**src/hdl/ffha_pkg.sv**
```systemverilog
package ffha_pkg;

  localparam int unsigned ADDR_W = 48;
  localparam int unsigned LEN_W  = 41;
  localparam int unsigned LG_W   = 6;
  localparam int unsigned MAGIC_W = 64;
  localparam int unsigned ST_W   = 3;
  localparam int unsigned CALC_W = 50;

  localparam int unsigned FREE_ENTRIES_DEF = 64;
  localparam int unsigned SPLIT_MIN_DEF    = 64;

  localparam logic [MAGIC_W-1:0] HEAP_MAGIC  = 64'h5043_5835_4845_4150;
  localparam logic [ADDR_W-1:0]  HDR_BYTES   = 48'd16;
  localparam logic [LG_W-1:0]    MIN_ALIGN_LG = 6'd4;
  localparam logic [LG_W-1:0]    BIG_ALIGN_LG = 6'd48;
  localparam logic [ADDR_W-1:0]  ADDR_MAX    = {ADDR_W{1'b1}};
  localparam logic [LEN_W-1:0]   LEN_MAX     = {LEN_W{1'b1}};
  localparam logic [ADDR_W-1:0]  BASE_RST    = 48'd65536;
  localparam logic [LEN_W-1:0]   SIZE_RST    = 41'd16777216;

  localparam int unsigned APB_AW = 4;
  localparam int unsigned APB_DW = 64;

  typedef enum logic [0:0] {
    REG_ARENA_BASE = 1'b0,
    REG_ARENA_SIZE = 1'b1
  } reg_idx_e;

  typedef enum logic [0:0] {
    MODE_ALLOC = 1'b0,
    MODE_FREE  = 1'b1
  } mode_e;

  typedef enum logic [ST_W-1:0] {
    ST_OK   = 3'd0,
    ST_OOM  = 3'd1,
    ST_BAD  = 3'd2,
    ST_FULL = 3'd3,
    ST_NULL = 3'd4
  } status_e;

  typedef enum logic [3:0] {
    S_IDLE,
    S_DISP,
    S_SCAN,
    S_ALN,
    S_FIT,
    S_MVRD,
    S_MVWR,
    S_BALN,
    S_BFIT,
    S_FREE,
    S_DONE
  } state_e;

  typedef struct packed {
    logic load;
    logic rd_scan;
    logic rd_next;
    logic calc_align;
    logic align_bump;
    logic idx_inc;
    logic wr_split;
    logic wr_shift;
    logic cnt_dec;
    logic bump_commit;
    logic set_ok;
    logic set_oom;
    logic free_exec;
    logic out_load;
  } cmd_t;

  typedef struct packed {
    logic is_free;
    logic idx_lt_cnt;
    logic next_lt_cnt;
    logic fit;
    logic split;
    logic bump_fit;
    logic out_free;
  } stat_t;

endpackage

```
**src/hdl/ffha_ctrl.sv**
```systemverilog
module ffha_ctrl import ffha_pkg::*; (
  input  logic  clk_i,
  input  logic  rst_ni,
  input  logic  in_valid_i,
  output logic  in_ready_o,
  input  stat_t stat_i,
  output cmd_t  cmd_o
);

  state_e state_q, state_d;

  always_ff @(posedge clk_i or negedge rst_ni) begin
    if (!rst_ni) begin
      state_q <= S_IDLE;
    end else begin
      state_q <= state_d;
    end
  end

  always_comb begin
    state_d    = state_q;
    cmd_o      = '0;
    in_ready_o = 1'b0;
    case (state_q)
      S_IDLE: begin
        in_ready_o = 1'b1;
        if (in_valid_i) begin
          cmd_o.load = 1'b1;
          state_d    = S_DISP;
        end
      end
      S_DISP: begin
        state_d = stat_i.is_free ? S_FREE : S_SCAN;
      end
      S_SCAN: begin
        if (stat_i.idx_lt_cnt) begin
          cmd_o.rd_scan = 1'b1;
          state_d       = S_ALN;
        end else begin
          state_d = S_BALN;
        end
      end
      S_ALN: begin
        cmd_o.calc_align = 1'b1;
        state_d          = S_FIT;
      end
      S_FIT: begin
        if (stat_i.fit) begin
          cmd_o.set_ok = 1'b1;
          if (stat_i.split) begin
            cmd_o.wr_split = 1'b1;
            state_d        = S_DONE;
          end else begin
            state_d = S_MVRD;
          end
        end else begin
          cmd_o.idx_inc = 1'b1;
          state_d       = S_SCAN;
        end
      end
      S_MVRD: begin
        if (stat_i.next_lt_cnt) begin
          cmd_o.rd_next = 1'b1;
          state_d       = S_MVWR;
        end else begin
          cmd_o.cnt_dec = 1'b1;
          state_d       = S_DONE;
        end
      end
      S_MVWR: begin
        cmd_o.wr_shift = 1'b1;
        state_d        = S_MVRD;
      end
      S_BALN: begin
        cmd_o.calc_align = 1'b1;
        cmd_o.align_bump = 1'b1;
        state_d          = S_BFIT;
      end
      S_BFIT: begin
        if (stat_i.bump_fit) begin
          cmd_o.bump_commit = 1'b1;
          cmd_o.set_ok      = 1'b1;
        end else begin
          cmd_o.set_oom = 1'b1;
        end
        state_d = S_DONE;
      end
      S_FREE: begin
        cmd_o.free_exec = 1'b1;
        state_d         = S_DONE;
      end
      S_DONE: begin
        if (stat_i.out_free) begin
          cmd_o.out_load = 1'b1;
          state_d        = S_IDLE;
        end
      end
      default: begin
        state_d = S_IDLE;
      end
    endcase
  end

endmodule

```
**config.mk**
```make
export PLATFORM = sky130hd
export DESIGN_NAME = ffha_ctrl
export DESIGN_NICKNAME = d
export VERILOG_FILES = /design/src/hdl/ffha_pkg.sv /design/src/hdl/ffha_ctrl.sv
export SDC_FILE = /design/constraint.sdc
export NUM_CORES = 1
export LEC_CHECK = 0
export BUFFER_PORTS_ARGS = -buffer_cell sky130_fd_sc_hd__buf_4
export CORE_AREA = 2 2 39 41
export CTS_BUF_LIST = sky130_fd_sc_hd__clkbuf_8
export DETAILED_ROUTE_END_ITERATION = 10
export DIE_AREA = 0 0 41 43
export PLACE_DENSITY = 0.63
export SETUP_SLACK_MARGIN = 0.1
export SYNTH_ARGS = -nofsm -noshare
export SYNTH_HDL_FRONTEND = slang
export SYNTH_SLANG_ARGS = --single-unit
```
**constraint.sdc**
```tcl
create_clock -name clk_i -period 1.5 [get_ports clk_i]
set_clock_uncertainty 0.05 [all_clocks]
set_input_delay 0.15 -clock clk_i [delete_from_list [all_inputs] [get_ports clk_i]]
set_output_delay 0.15 -clock clk_i [all_outputs]
set_load 0.01 [all_outputs]
```
; ---- Word level (Yosys, flattened, before mapping)
; Index checks and enable logic that the tools add are counted.
; W data, S select, Z words.
[totals]
ram_bits = 0
reg_bits = 4
romBits = 0
latch_bits = 0
word_cells = 50
memories = 0
[classes]
n_reduce_logical = 4
div = 0
multipliers = 0
shift = 0
addsub = 0
eq_ne = 12
order_cmp = 0
n_mux = 33
n_bitwise = 0
[op_table]
columns = op, count
row1 = $pmux W4 S10, 1
row2 = $mux W4, 6
row3 = $mux W1, 22
row4 = $eq A4 B3 Y1 const B, 4
row5 = $eq A4 B4 Y1 const B, 3
row6 = $eq A4 B2 Y1 const B, 2
row7 = $eq A4 B1 Y1 const B, 1
row8 = $logic_not A4 Y1, 1
row9 = $mux W2, 2
row10 = $ne A2 B2 Y1 const B, 2
row11 = $reduce_or A2 Y1, 2
row12 = $mux W3, 1
row13 = $pmux W1 S2, 1
row14 = $reduce_and A2 Y1, 1

; ---- Longest topological paths before layout
; Gate-level depths: netlist of run 1.
[logic_depth]
word_depth = 3
mapped_depth = 5
ltp_nobuf = 3

; ---- Least setup slack after synthesis of run 1
; Ideal clock, no wire load.
[synth_timing]
path_type = reg-to-output
startpoint = register state_q[2]
endpoint = output cmd_o[4] in the netlist's numbering
n_path_buf = 1
arrival_ns = 1.222
stages_incl_launch_ff = 4
setup_slack_ns = 0.078
path_cell_list = dfrtp_1 -> buf_2 -> nand2b_1 -> nor4b_1
[synth_rtl]
columns = item, line_no
row1 = from (decl), ffha_ctrl.sv:10  ; state_e state_q, state_d;
row2 = from (signal assigned), ffha_ctrl.sv:16  ; state_q <= state_d;
row3 = to (decl), ffha_ctrl.sv:7  ; output cmd_t cmd_o

==> run summary, run 1 <==
clk root buf = clkbuf_8
CP Capture Type = primary output
Seq/Total Area, Yosys = 22.9%
static leakage = 0.417 nW
crit path kind = reg -> out
CTS tree = yes
multiplexer share of the synthesized area = 0%
Tcrit/Tclk final = 103%
CP arrival = 1340 ps
GPL Wtd Cong = 0.841
area of the die = 1760 um^2
I/O Pins = 25
fmax = 650 MHz
top cell type's share of synthesized area = 22.9%
final number of setup-violating endpoints = 3
Netlist Area Pre-Place = 438 um^2
# diodes = 0
synthesized net count = 68
Via Count = 627
Least-Margin Pin Slew = 278 ps
Hold Path Class = in -> reg
fin nets = 107
Die W = 41 um
Reg-to-Reg End = state_q[1]
worst skew pair latency = 220 ps
Simple-Gate Fraction of Synth Area = 50.9%
critical path endpoint = cmd_o[9]
cells after synthesis = 58
Yosys cell types = 27
Top Registers = state_q x4
initial antenna violation count = 0
drt pass-1 iters = 4
post-synth top area cell = dfrtp_1
fin area = 961 um^2
Crit-path slowest cell = dfrtp_1
RSZ-0062 raised after global routing = yes
largest net degree at the start of global routing = 9
Startpoint Class = flip-flop
Worst R2R Setup Slack = 10 ps
DR vias/cell = 5.65
worst setup path startpoint = state_q[3]
Tmin final = 1540 ps
starting density of the core = 31.6%
htree depth = 1
slowest cell delay on critical path = 390 ps
area grow syn2layout = 119%
Top reg by flops = state_q
Worst path most repeated cell = buf_6
switching pwr = 812 uW
Die H = 43 um
combinational power share = 73.9%
global-route wire length before repair = 2440 um
layout cells sized above 1 = 68.4%
max_cap viols = 0
worst reg2reg path depth = 4
Pint = 1.05 mW
Crit Path Max Fanout = 7
average size of a mapped cell = 7.55 um^2
DRC violations left = 0
clock buffer depth = 2
relative slew slack = 81.4%
Reg power frac = 14.1%
Cell Rows = 14
Iteration-0 DRC Markers = 33
flop and latch count out of synthesis = 4
worst r2r src = state_q[2]
Port-buffer cells = 24
Worst Path Required = 1300 ps
sw frac = 43.5%
power density cells = 1940 nW/um^2
Antenna Nets Post-Route = 0
Crit path depth = 5
vias in the first global route = 543
detailed placement HPWL = 936 um
Post-Synth Adder-Cell Area = 0%
crit-path leading delay family = flip-flops
GRT Util Overall = 20.7%
CTS clk-pin slew, worst paths = 30 ps
Hold Vio Cnt, Final = 0
final core utilization = 69.4%
total clock sinks = 4
status = finished with violations
final critical-path setup slack = -39.5 ps
Max VDD drop = 1.10 mV
XOR/XNOR share of the synthesized area = 0%
failing checks = setup timing
Slew Viols, Final = 0
max FFs per register = 4
largest family of logic cells by synthesized area = simple AND/OR/NAND/NOR gates
Crit path buffers/inverters = 3
Compound-Gate Fraction of Synth Area = 18.9%
final WL = 1880 um
GRT Residual Overflow = 0
Syn. warnings = 0
CP cell instances = buf_6, buf_4, nor2b_4, and3_4, buf_6
Cell Area, Placed = 657 um^2
Core ar. = 1380 um^2
routed length per instance = 16.9 um
largest cells by area after synthesis = dfrtp_1 23%, nor2b_1 7.1%, buf_2 5.7%, nand2b_1 5.7%, o211ai_1 5.1%
clock power share = 12.0%
TritonCTS Buffers = 3
[power groups by stage]
stage | Sequential (mW) | Clock [mW] | Combinational (mW)
3_5_place_dp | 0.249 | 0 | 0.773
2_1_floorplan | 0.191 | 0 | 0.542
4_1_cts | 0.246 | 0.227 | 0.999
6_report | 0.263 | 0.224 | 1.38
5_1_grt | 0.270 | 0.235 | 1.46
3_3_place_gp | 0.246 | 0 | 0.767
[layer usage]
layer,vias to the layer above,part of all wire [%],global-route usage [%]
li1,288,-,-
met1,304,35,25.2
met2,29,56,33.4
met3,6,6.2,3.14
met4,0,2.4,10.0
met5,-,0,0
[worst register-to-register path, cell delays in order, from the launching register on]
cell and delay [ps]:
dfrtp_2 420, buf_6 140, nand2b_2 140, or4_1 530, o211ai_1 120
[timing repair]
item                                    CTS  global route
endpoints found under the setup margin   14            16
hold buffers                              1             0
gates resized for setup                  16            26
endpoints found under the hold margin     4             0
setup buffers                             5             4
pin swaps                                 1             6
[how the worst min path moves through the flow]
stage	from	to	slack, ps	cells past startpoint
after floorplan	rst_ni	state_q[0]	-200	0
after global placement	rst_ni	state_q[3]	-100	1
after detailed placement	rst_ni	state_q[3]	-100	1
after CTS	stat_i[5]	state_q[2]	190	3
after global routing	stat_i[5]	state_q[2]	230	3
final	stat_i[5]	state_q[2]	230	3
[Yosys cell counts, drive strengths merged]
library cell / instances
nor4: 4
buf: 5
nor3: 3
nor2b: 5
o21ai: 3
and3: 3
nand3b: 2
o211ai: 3
nand2: 2
a31oi: 1
or3b: 1
nor4b: 1
or4: 2
nor2: 3
a211oi: 1
dfrtp: 4
and2: 3
nand2b: 5
a21oi: 1
a21o: 1
a2111o: 1
inv: 2
and2b: 1
a22oi: 1
[cells in the final DEF, fill, tap and decap left out, drive strengths merged]
cell,netlist,layout
and2b,1,1
and2,3,3
a31oi,1,1
or4,2,2
o21ai,3,3
nand3b,2,2
dlygate4sd3,0,1
o211ai,3,3
a2111o,1,1
a21o,1,1
inv,2,2
and3,3,3
buf,5,38
nand2,2,2
nand2b,5,5
nor2b,5,5
a211oi,1,1
a21oi,1,1
nor2,3,3
clkbuf,0,3
nor4b,1,1
a22oi,1,1
nor3,3,3
or3b,1,1
dfrtp,4,4
nor4,4,4
[layout make-up]
class | count | area (um^2)
inverters | 2 | 7.51
repair buffers | 39 | 344
multi-input cells | 47 | 444
fillers | 120 | 423
well taps | 16 | 20.0
flip-flops and latches | 4 | 104
clock buffers | 3 | 41.3
[kinds of logic (layout without fill, tap and decap cells)]
| group | after synthesis | after routing |
|---|---|---|
| and+or+nand+nor | 35 | 35 |
| AOI/OAI and AO/OA | 12 | 12 |
| DFF | 4 | 4 |
| buffers and inverters | 7 | 44 |
[through the flow]
stage,power [mW],TNS (ps),cells,worst slack (ps),hold slack (ps)
after floorplan,0.733,0,58,130,-196
after global placement,1.01,0,98,155,-103
after detailed placement,1.02,0,98,116,-104
after CTS,1.47,0,107,25.1,188
after global routing,1.96,-299,111,-68.7,228
final,1.87,-44.8,111,-39.5,225
Power figures use the tool's default switching activity.
==> run 2, diff against run 1 <==
--- a/config.mk
+++ b/config.mk
@@ -10,7 +10,7 @@
 export CTS_BUF_LIST = sky130_fd_sc_hd__clkbuf_8
 export DETAILED_ROUTE_END_ITERATION = 10
 export DIE_AREA = 0 0 41 43
-export PLACE_DENSITY = 0.63
+export PLACE_DENSITY = 0.68
 export SETUP_SLACK_MARGIN = 0.1
 export SYNTH_ARGS = -nofsm -noshare
 export SYNTH_HDL_FRONTEND = slang
==> run 2 against run 1 <==
The flow still finishes with violations (setup timing). Global-route usage up 0.85 points. Register-to-register slack better by 60 ps. Clock power up 5%. Largest cell class unchanged. Highest routed layer unchanged.
==> run summary, run 2 (synthesized netlist as in run 1, its figures left out) <==
status = finished with violations
failing checks = setup timing
Hold Vio Cnt, Final = 0
starting density of the core = 31.6%
CTS clk-pin slew, worst paths = 30 ps
TritonCTS Buffers = 3
RSZ-0062 raised after global routing = yes
clock power share = 12.9%
# diodes = 0
power density cells = 1940 nW/um^2
Antenna Nets Post-Route = 0
Least-Margin Pin Slew = 260 ps
Via Count = 624
area of the die = 1760 um^2
CTS tree = yes
Worst Path Required = 1300 ps
Die H = 43 um
detailed placement HPWL = 935 um
fmax = 662 MHz
Port-buffer cells = 24
global-route wire length before repair = 2550 um
final number of setup-violating endpoints = 2
GRT Residual Overflow = 0
static leakage = 0.418 nW
Die W = 41 um
Inst Count DP = 98
crit path kind = reg -> out
relative slew slack = 82.6%
sw frac = 42.3%
commonest cells after routing, fill and taps aside = 30 x buf_4, 11 x buf_6
total clock sinks = 4
Max VDD drop = 1.15 mV
worst skew pair latency = 220 ps
GRT Util Overall = 21.6%
initial antenna violation count = 0
Cell Area, Placed = 657 um^2
Tmin final = 1510 ps
final WL = 1760 um
CP Capture Type = primary output
I/O Pins = 25
Placement Setup Slack = 128 ps
routed length per instance = 15.4 um
Pint = 1.06 mW
CP arrival = 1310 ps
layout cells sized above 1 = 66.3%
final std cells w/o fill = 114
drt pass-1 iters = 4
Slew Viols, Final = 0
DR vias/cell = 5.47
fin area = 945 um^2
DRC violations left = 0
Iteration-0 DRC Markers = 10
fin nets = 110
final core utilization = 68.3%
Startpoint Class = flip-flop
max_cap viols = 0
combinational power share = 72.2%
Fillers = 105
vias in the first global route = 596
area grow syn2layout = 116%
Core ar. = 1380 um^2
switching pwr = 774 uW
largest net degree at the start of global routing = 9
Top reg by flops = state_q
Tcrit/Tclk final = 101%
max FFs per register = 4
GPL Wtd Cong = 0.886
worst hold slack = 193 ps
Reg power frac = 14.9%
final critical-path setup slack = -10.2 ps
Cell Rows = 14
clk root buf = clkbuf_8
Hold Path Class = in -> reg
Crit Path Max Fanout = 7
Top Registers = state_q x4
clock buffer depth = 2
htree depth = 1
most common cell after layout, fill and taps aside = buf_4
==> run 2: stage by stage <==
stage / power, mW / TNS (ps)
global placement: 1.01 / 0
detailed placement: 1.02 / 0
global route: 1.95 / -288
floorplan: 0.733 / 0
finish: 1.83 / -10.9
CTS: 1.64 / 0
==> run 2: final cells by class <==
| type | instances | area (um^2) | area share, % |
|---|---|---|---|
| Inverter | 2 | 7.51 | 0.795 |
| Tap cell | 16 | 20.0 | 2.12 |
| Sequential cell | 4 | 104 | 11.0 |
| Multi-Input combinational cell | 47 | 413 | 43.7 |
| Clock buffer | 3 | 41.3 | 4.37 |
| Timing Repair Buffer | 42 | 359 | 38.0 |
==> run 2: power groups by stage <==
stage	clock network (mW)	logic, mW	registers [mW]
after floorplan	0	0.542	0.191
after global placement	0	0.751	0.262
after detailed placement	0	0.754	0.263
after CTS	0.239	1.14	0.257
after global routing	0.251	1.41	0.282
final	0.236	1.32	0.273
==> run 2: layer usage <==
layer / up-vias / part of all wire (%) / global-route usage, %
li1: 295 / - / -
met1: 292 / 39 / 26.0
met2: 33 / 53 / 34.1
met3: 4 / 6.6 / 5.24
met4: 0 / 1.6 / 10.0
met5: - / 0 / 0
==> run 2: critical path, cell delays in order (launching register included) <==
cell	delay [ps]
dfrtp_2	450
nand2b_1	220
nor4b_2	260
buf_4	150
==> run 2: what timing repair did <==
item,4_1_cts,5_1_grt
endpoints found under the hold margin,4,0
resized for setup,22,14
setup endpoints to repair,15,18
buffers inserted,11,1
pin swaps,5,8
hold buffers,1,0
==> run 2: path summary, 6_finish.rpt <==
check | end | cells after the start | slack (ps) | start
max in group asynchronous | state_q[2] | 2 | 1050 | rst_ni
hold reg to reg | state_q[0] | 3 | 640 | state_q[3]
setup reg to reg | state_q[0] | 4 | 70 | state_q[2]
min in group asynchronous | state_q[0] | 2 | 240 | rst_ni
hold / removal | state_q[2] | 3 | 190 | stat_i[5]
setup / recovery | cmd_o[4] | 3 | -10 | state_q[2]
==> run 3, diff against run 2 <==
--- a/config.mk
+++ b/config.mk
@@ -5,12 +5,13 @@
 export SDC_FILE = /design/constraint.sdc
 export NUM_CORES = 1
 export LEC_CHECK = 0
+export ABC_AREA = 1
 export BUFFER_PORTS_ARGS = -buffer_cell sky130_fd_sc_hd__buf_4
 export CORE_AREA = 2 2 39 41
 export CTS_BUF_LIST = sky130_fd_sc_hd__clkbuf_8
 export DETAILED_ROUTE_END_ITERATION = 10
 export DIE_AREA = 0 0 41 43
-export PLACE_DENSITY = 0.68
+export PLACE_DENSITY = 0.66
 export SETUP_SLACK_MARGIN = 0.1
 export SYNTH_ARGS = -nofsm -noshare
 export SYNTH_HDL_FRONTEND = slang
==> run 3 against run 2 <==
The flow now finishes without violations. Die area stayed put. Wire length shrank 2.5%. Sequential share of layout area rose by 0.90 points. Clock-buffer cell count stayed put. Area after synthesis fell by 6.3%. Critical path depth rose by 3. Hold slack worse by 46 ps. Largest power group unchanged. Highest routed layer unchanged.
==> run summary, run 3 <==
CTS tree = yes
htree depth = 1
most common cell after layout, fill and taps aside = buf_4
Yosys cell types = 14
setup_tns = 0 ps
Crit-path slowest cell = dfrtp_2
Post-synth top cells = 21 x nor2_1, 18 x inv_1, 16 x nand2_1, 5 x nand3_1, 4 x dfrtp_1
average size of a mapped cell = 5.33 um^2
power density cells = 1850 nW/um^2
synthesized net count = 87
Seq/Total Area, Yosys = 24.4%
initial antenna violation count = 0
met3 WL = 102 um
Hold Vio Cnt, Final = 0
RSZ-0062 raised after global routing = yes
CTS clk-pin slew, worst paths = 30 ps
GRT Residual Overflow = 0
max_cap viols = 0
Cell Rows = 14
final std cells w/o fill = 136
DRC violations left = 0
Die H = 43 um
crit path kind = reg -> out
Startpoint Class = flip-flop
CP arrival = 1250 ps
Netlist Area Pre-Place = 410 um^2
Tcrit/Tclk final = 96.8%
final number of setup-violating endpoints = 0
layout cells sized above 1 = 63.3%
relative slew slack = 85.2%
FFs w/ async S/R, synth = 100%
metal2 WL = 911 um
CP cell instances = inv_4, nand2_4, nor2_4, inv_2, o22ai_2, buf_4
area grow syn2layout = 115%
Least-Margin Pin Slew = 221 ps
clk root buf = clkbuf_8
Tmin final = 1450 ps
worst hold slack = 147 ps
status = finished clean
Post-Synth Adder-Cell Area = 0%
Crit Path Max Fanout = 5
area of the die = 1760 um^2
Top Registers = state_q x4
Core ar. = 1380 um^2
EDFF count, synth = 0
I/O Pins = 25
Antenna Nets Post-Route = 0
multiplexer share of the synthesized area = 0%
Port-buffer cells = 24
top cell type's share of synthesized area = 24.4%
Inst Count DP = 118
CP Capture Type = primary output
global-route wire length before repair = 2530 um
Via Count = 647
Max VDD drop = 0.709 mV
Met1 Routed Length = 658 um
Simple-Gate Fraction of Synth Area = 50.3%
XOR/XNOR share of the synthesized area = 0%
slowest cell delay on critical path = 430 ps
Die W = 41 um
Compound-Gate Fraction of Synth Area = 7.93%
most common cell in the synthesized netlist = nor2_1
max FFs per register = 4
DR vias/cell = 4.76
largest cells by area after synthesis = dfrtp_1 24%, nor2_1 19%, inv_1 16%, nand2_1 15%, nand3_1 6.1%
cells after synthesis = 77
GRT Util Overall = 20.7%
multi-input logic area = 334 um^2
Top reg by flops = state_q
fmax = 688 MHz
routed length per instance = 12.6 um
predominant post-synthesis flop cell = dfrtp_1
fin nets = 132
Worst Path Required = 1300 ps
# diodes = 0
Slew Viols, Final = 0
Hold Path Class = in -> reg
Max Used Layer = met4
starting density of the core = 29.7%
Iteration-0 DRC Markers = 16
clock buffer depth = 2
commonest cells after routing, fill and taps aside = 38 x buf_4, 13 x inv_1, 10 x nor2_1
final WL = 1720 um
static leakage = 0.475 nW
vias in the first global route = 602
TritonCTS Buffers = 3
post-synth top area cell = dfrtp_1
drt pass-1 iters = 4
Reg area = 105 um^2
worst skew pair latency = 220 ps
total clock sinks = 4
largest family of logic cells by synthesized area = simple AND/OR/NAND/NOR gates
detailed placement HPWL = 1030 um
Syn. warnings = 0
flop and latch count out of synthesis = 4
GPL Wtd Cong = 0.888
Fillers = 124
largest net degree at the start of global routing = 7
[run 3: what timing repair did]
item / 4_1_cts / 5_1_grt
cloned: 0 / 0
setup endpoints to repair: 13 / 13
hold buffers: 1 / 0
pin swaps: 7 / 8
buffers inserted: 9 / 5
endpoints found under the hold margin: 4 / 0
gates resized for setup: 20 / 20
[run 3: worst paths after layout]
kind                             from         end  depth (start not counted)  slack [ps]
min                         stat_i[4]  state_q[2]                          3         150
max reg2reg                state_q[3]  state_q[0]                          8         120
max                        state_q[3]    cmd_o[3]                          6          50
min reg2reg                state_q[1]  state_q[2]                          3         740
max in group asynchronous      rst_ni  state_q[2]                          2        1070
min in group asynchronous      rst_ni  state_q[3]                          2         220
[run 3: critical path: cells and delay by family (launching register included)]
kind,cells,cell delay [ps]
DFF,1,430
buffers and inverters,3,270
and+or+nand+nor,2,220
AOI/OAI and AO/OA,1,100
[run 3: logic make-up after synthesis]
group,after synthesis
AND/OR/NAND/NOR,49
buffers and inverters,19
flip-flops,4
AO/OA/AOI/OAI,5
[run 3: report_power, final]
part	switching (mW)	internal, mW	leakage (nW)
combinational	0.588	0.531	0.408
clock	0.0628	0.172	0.0216
sequential	0.116	0.168	0.0455
total	0.767	0.871	0.475
[run 3: cell type report]
cell class | instances | area share [%]
Inverter | 19 | 8.64
Clock buffer | 3 | 4.67
Multi-Input combinational cell | 54 | 37.8
Timing Repair Buffer | 40 | 34.7
Tap cell | 16 | 2.27
Sequential cell | 4 | 11.9
[run 3: metrics by stage]
stage	power [mW]	utilization [%]	instance area [um^2]	worst slack, ps
after CTS	1.42	57.1	791	55.7
final	1.64	63.8	883	47.6
after global routing	1.74	63.8	883	1.31
after floorplan	0.627	-	410	279
after detailed placement	0.881	44.7	618	110
after global placement	0.877	44.7	618	181
[run 3: routing by layer]
layer	vias to the layer above	GRT usage, %
li1	322	-
met1	290	25.6
met2	31	34.1
met3	4	1.57
met4	0	10.0
met5	-	0
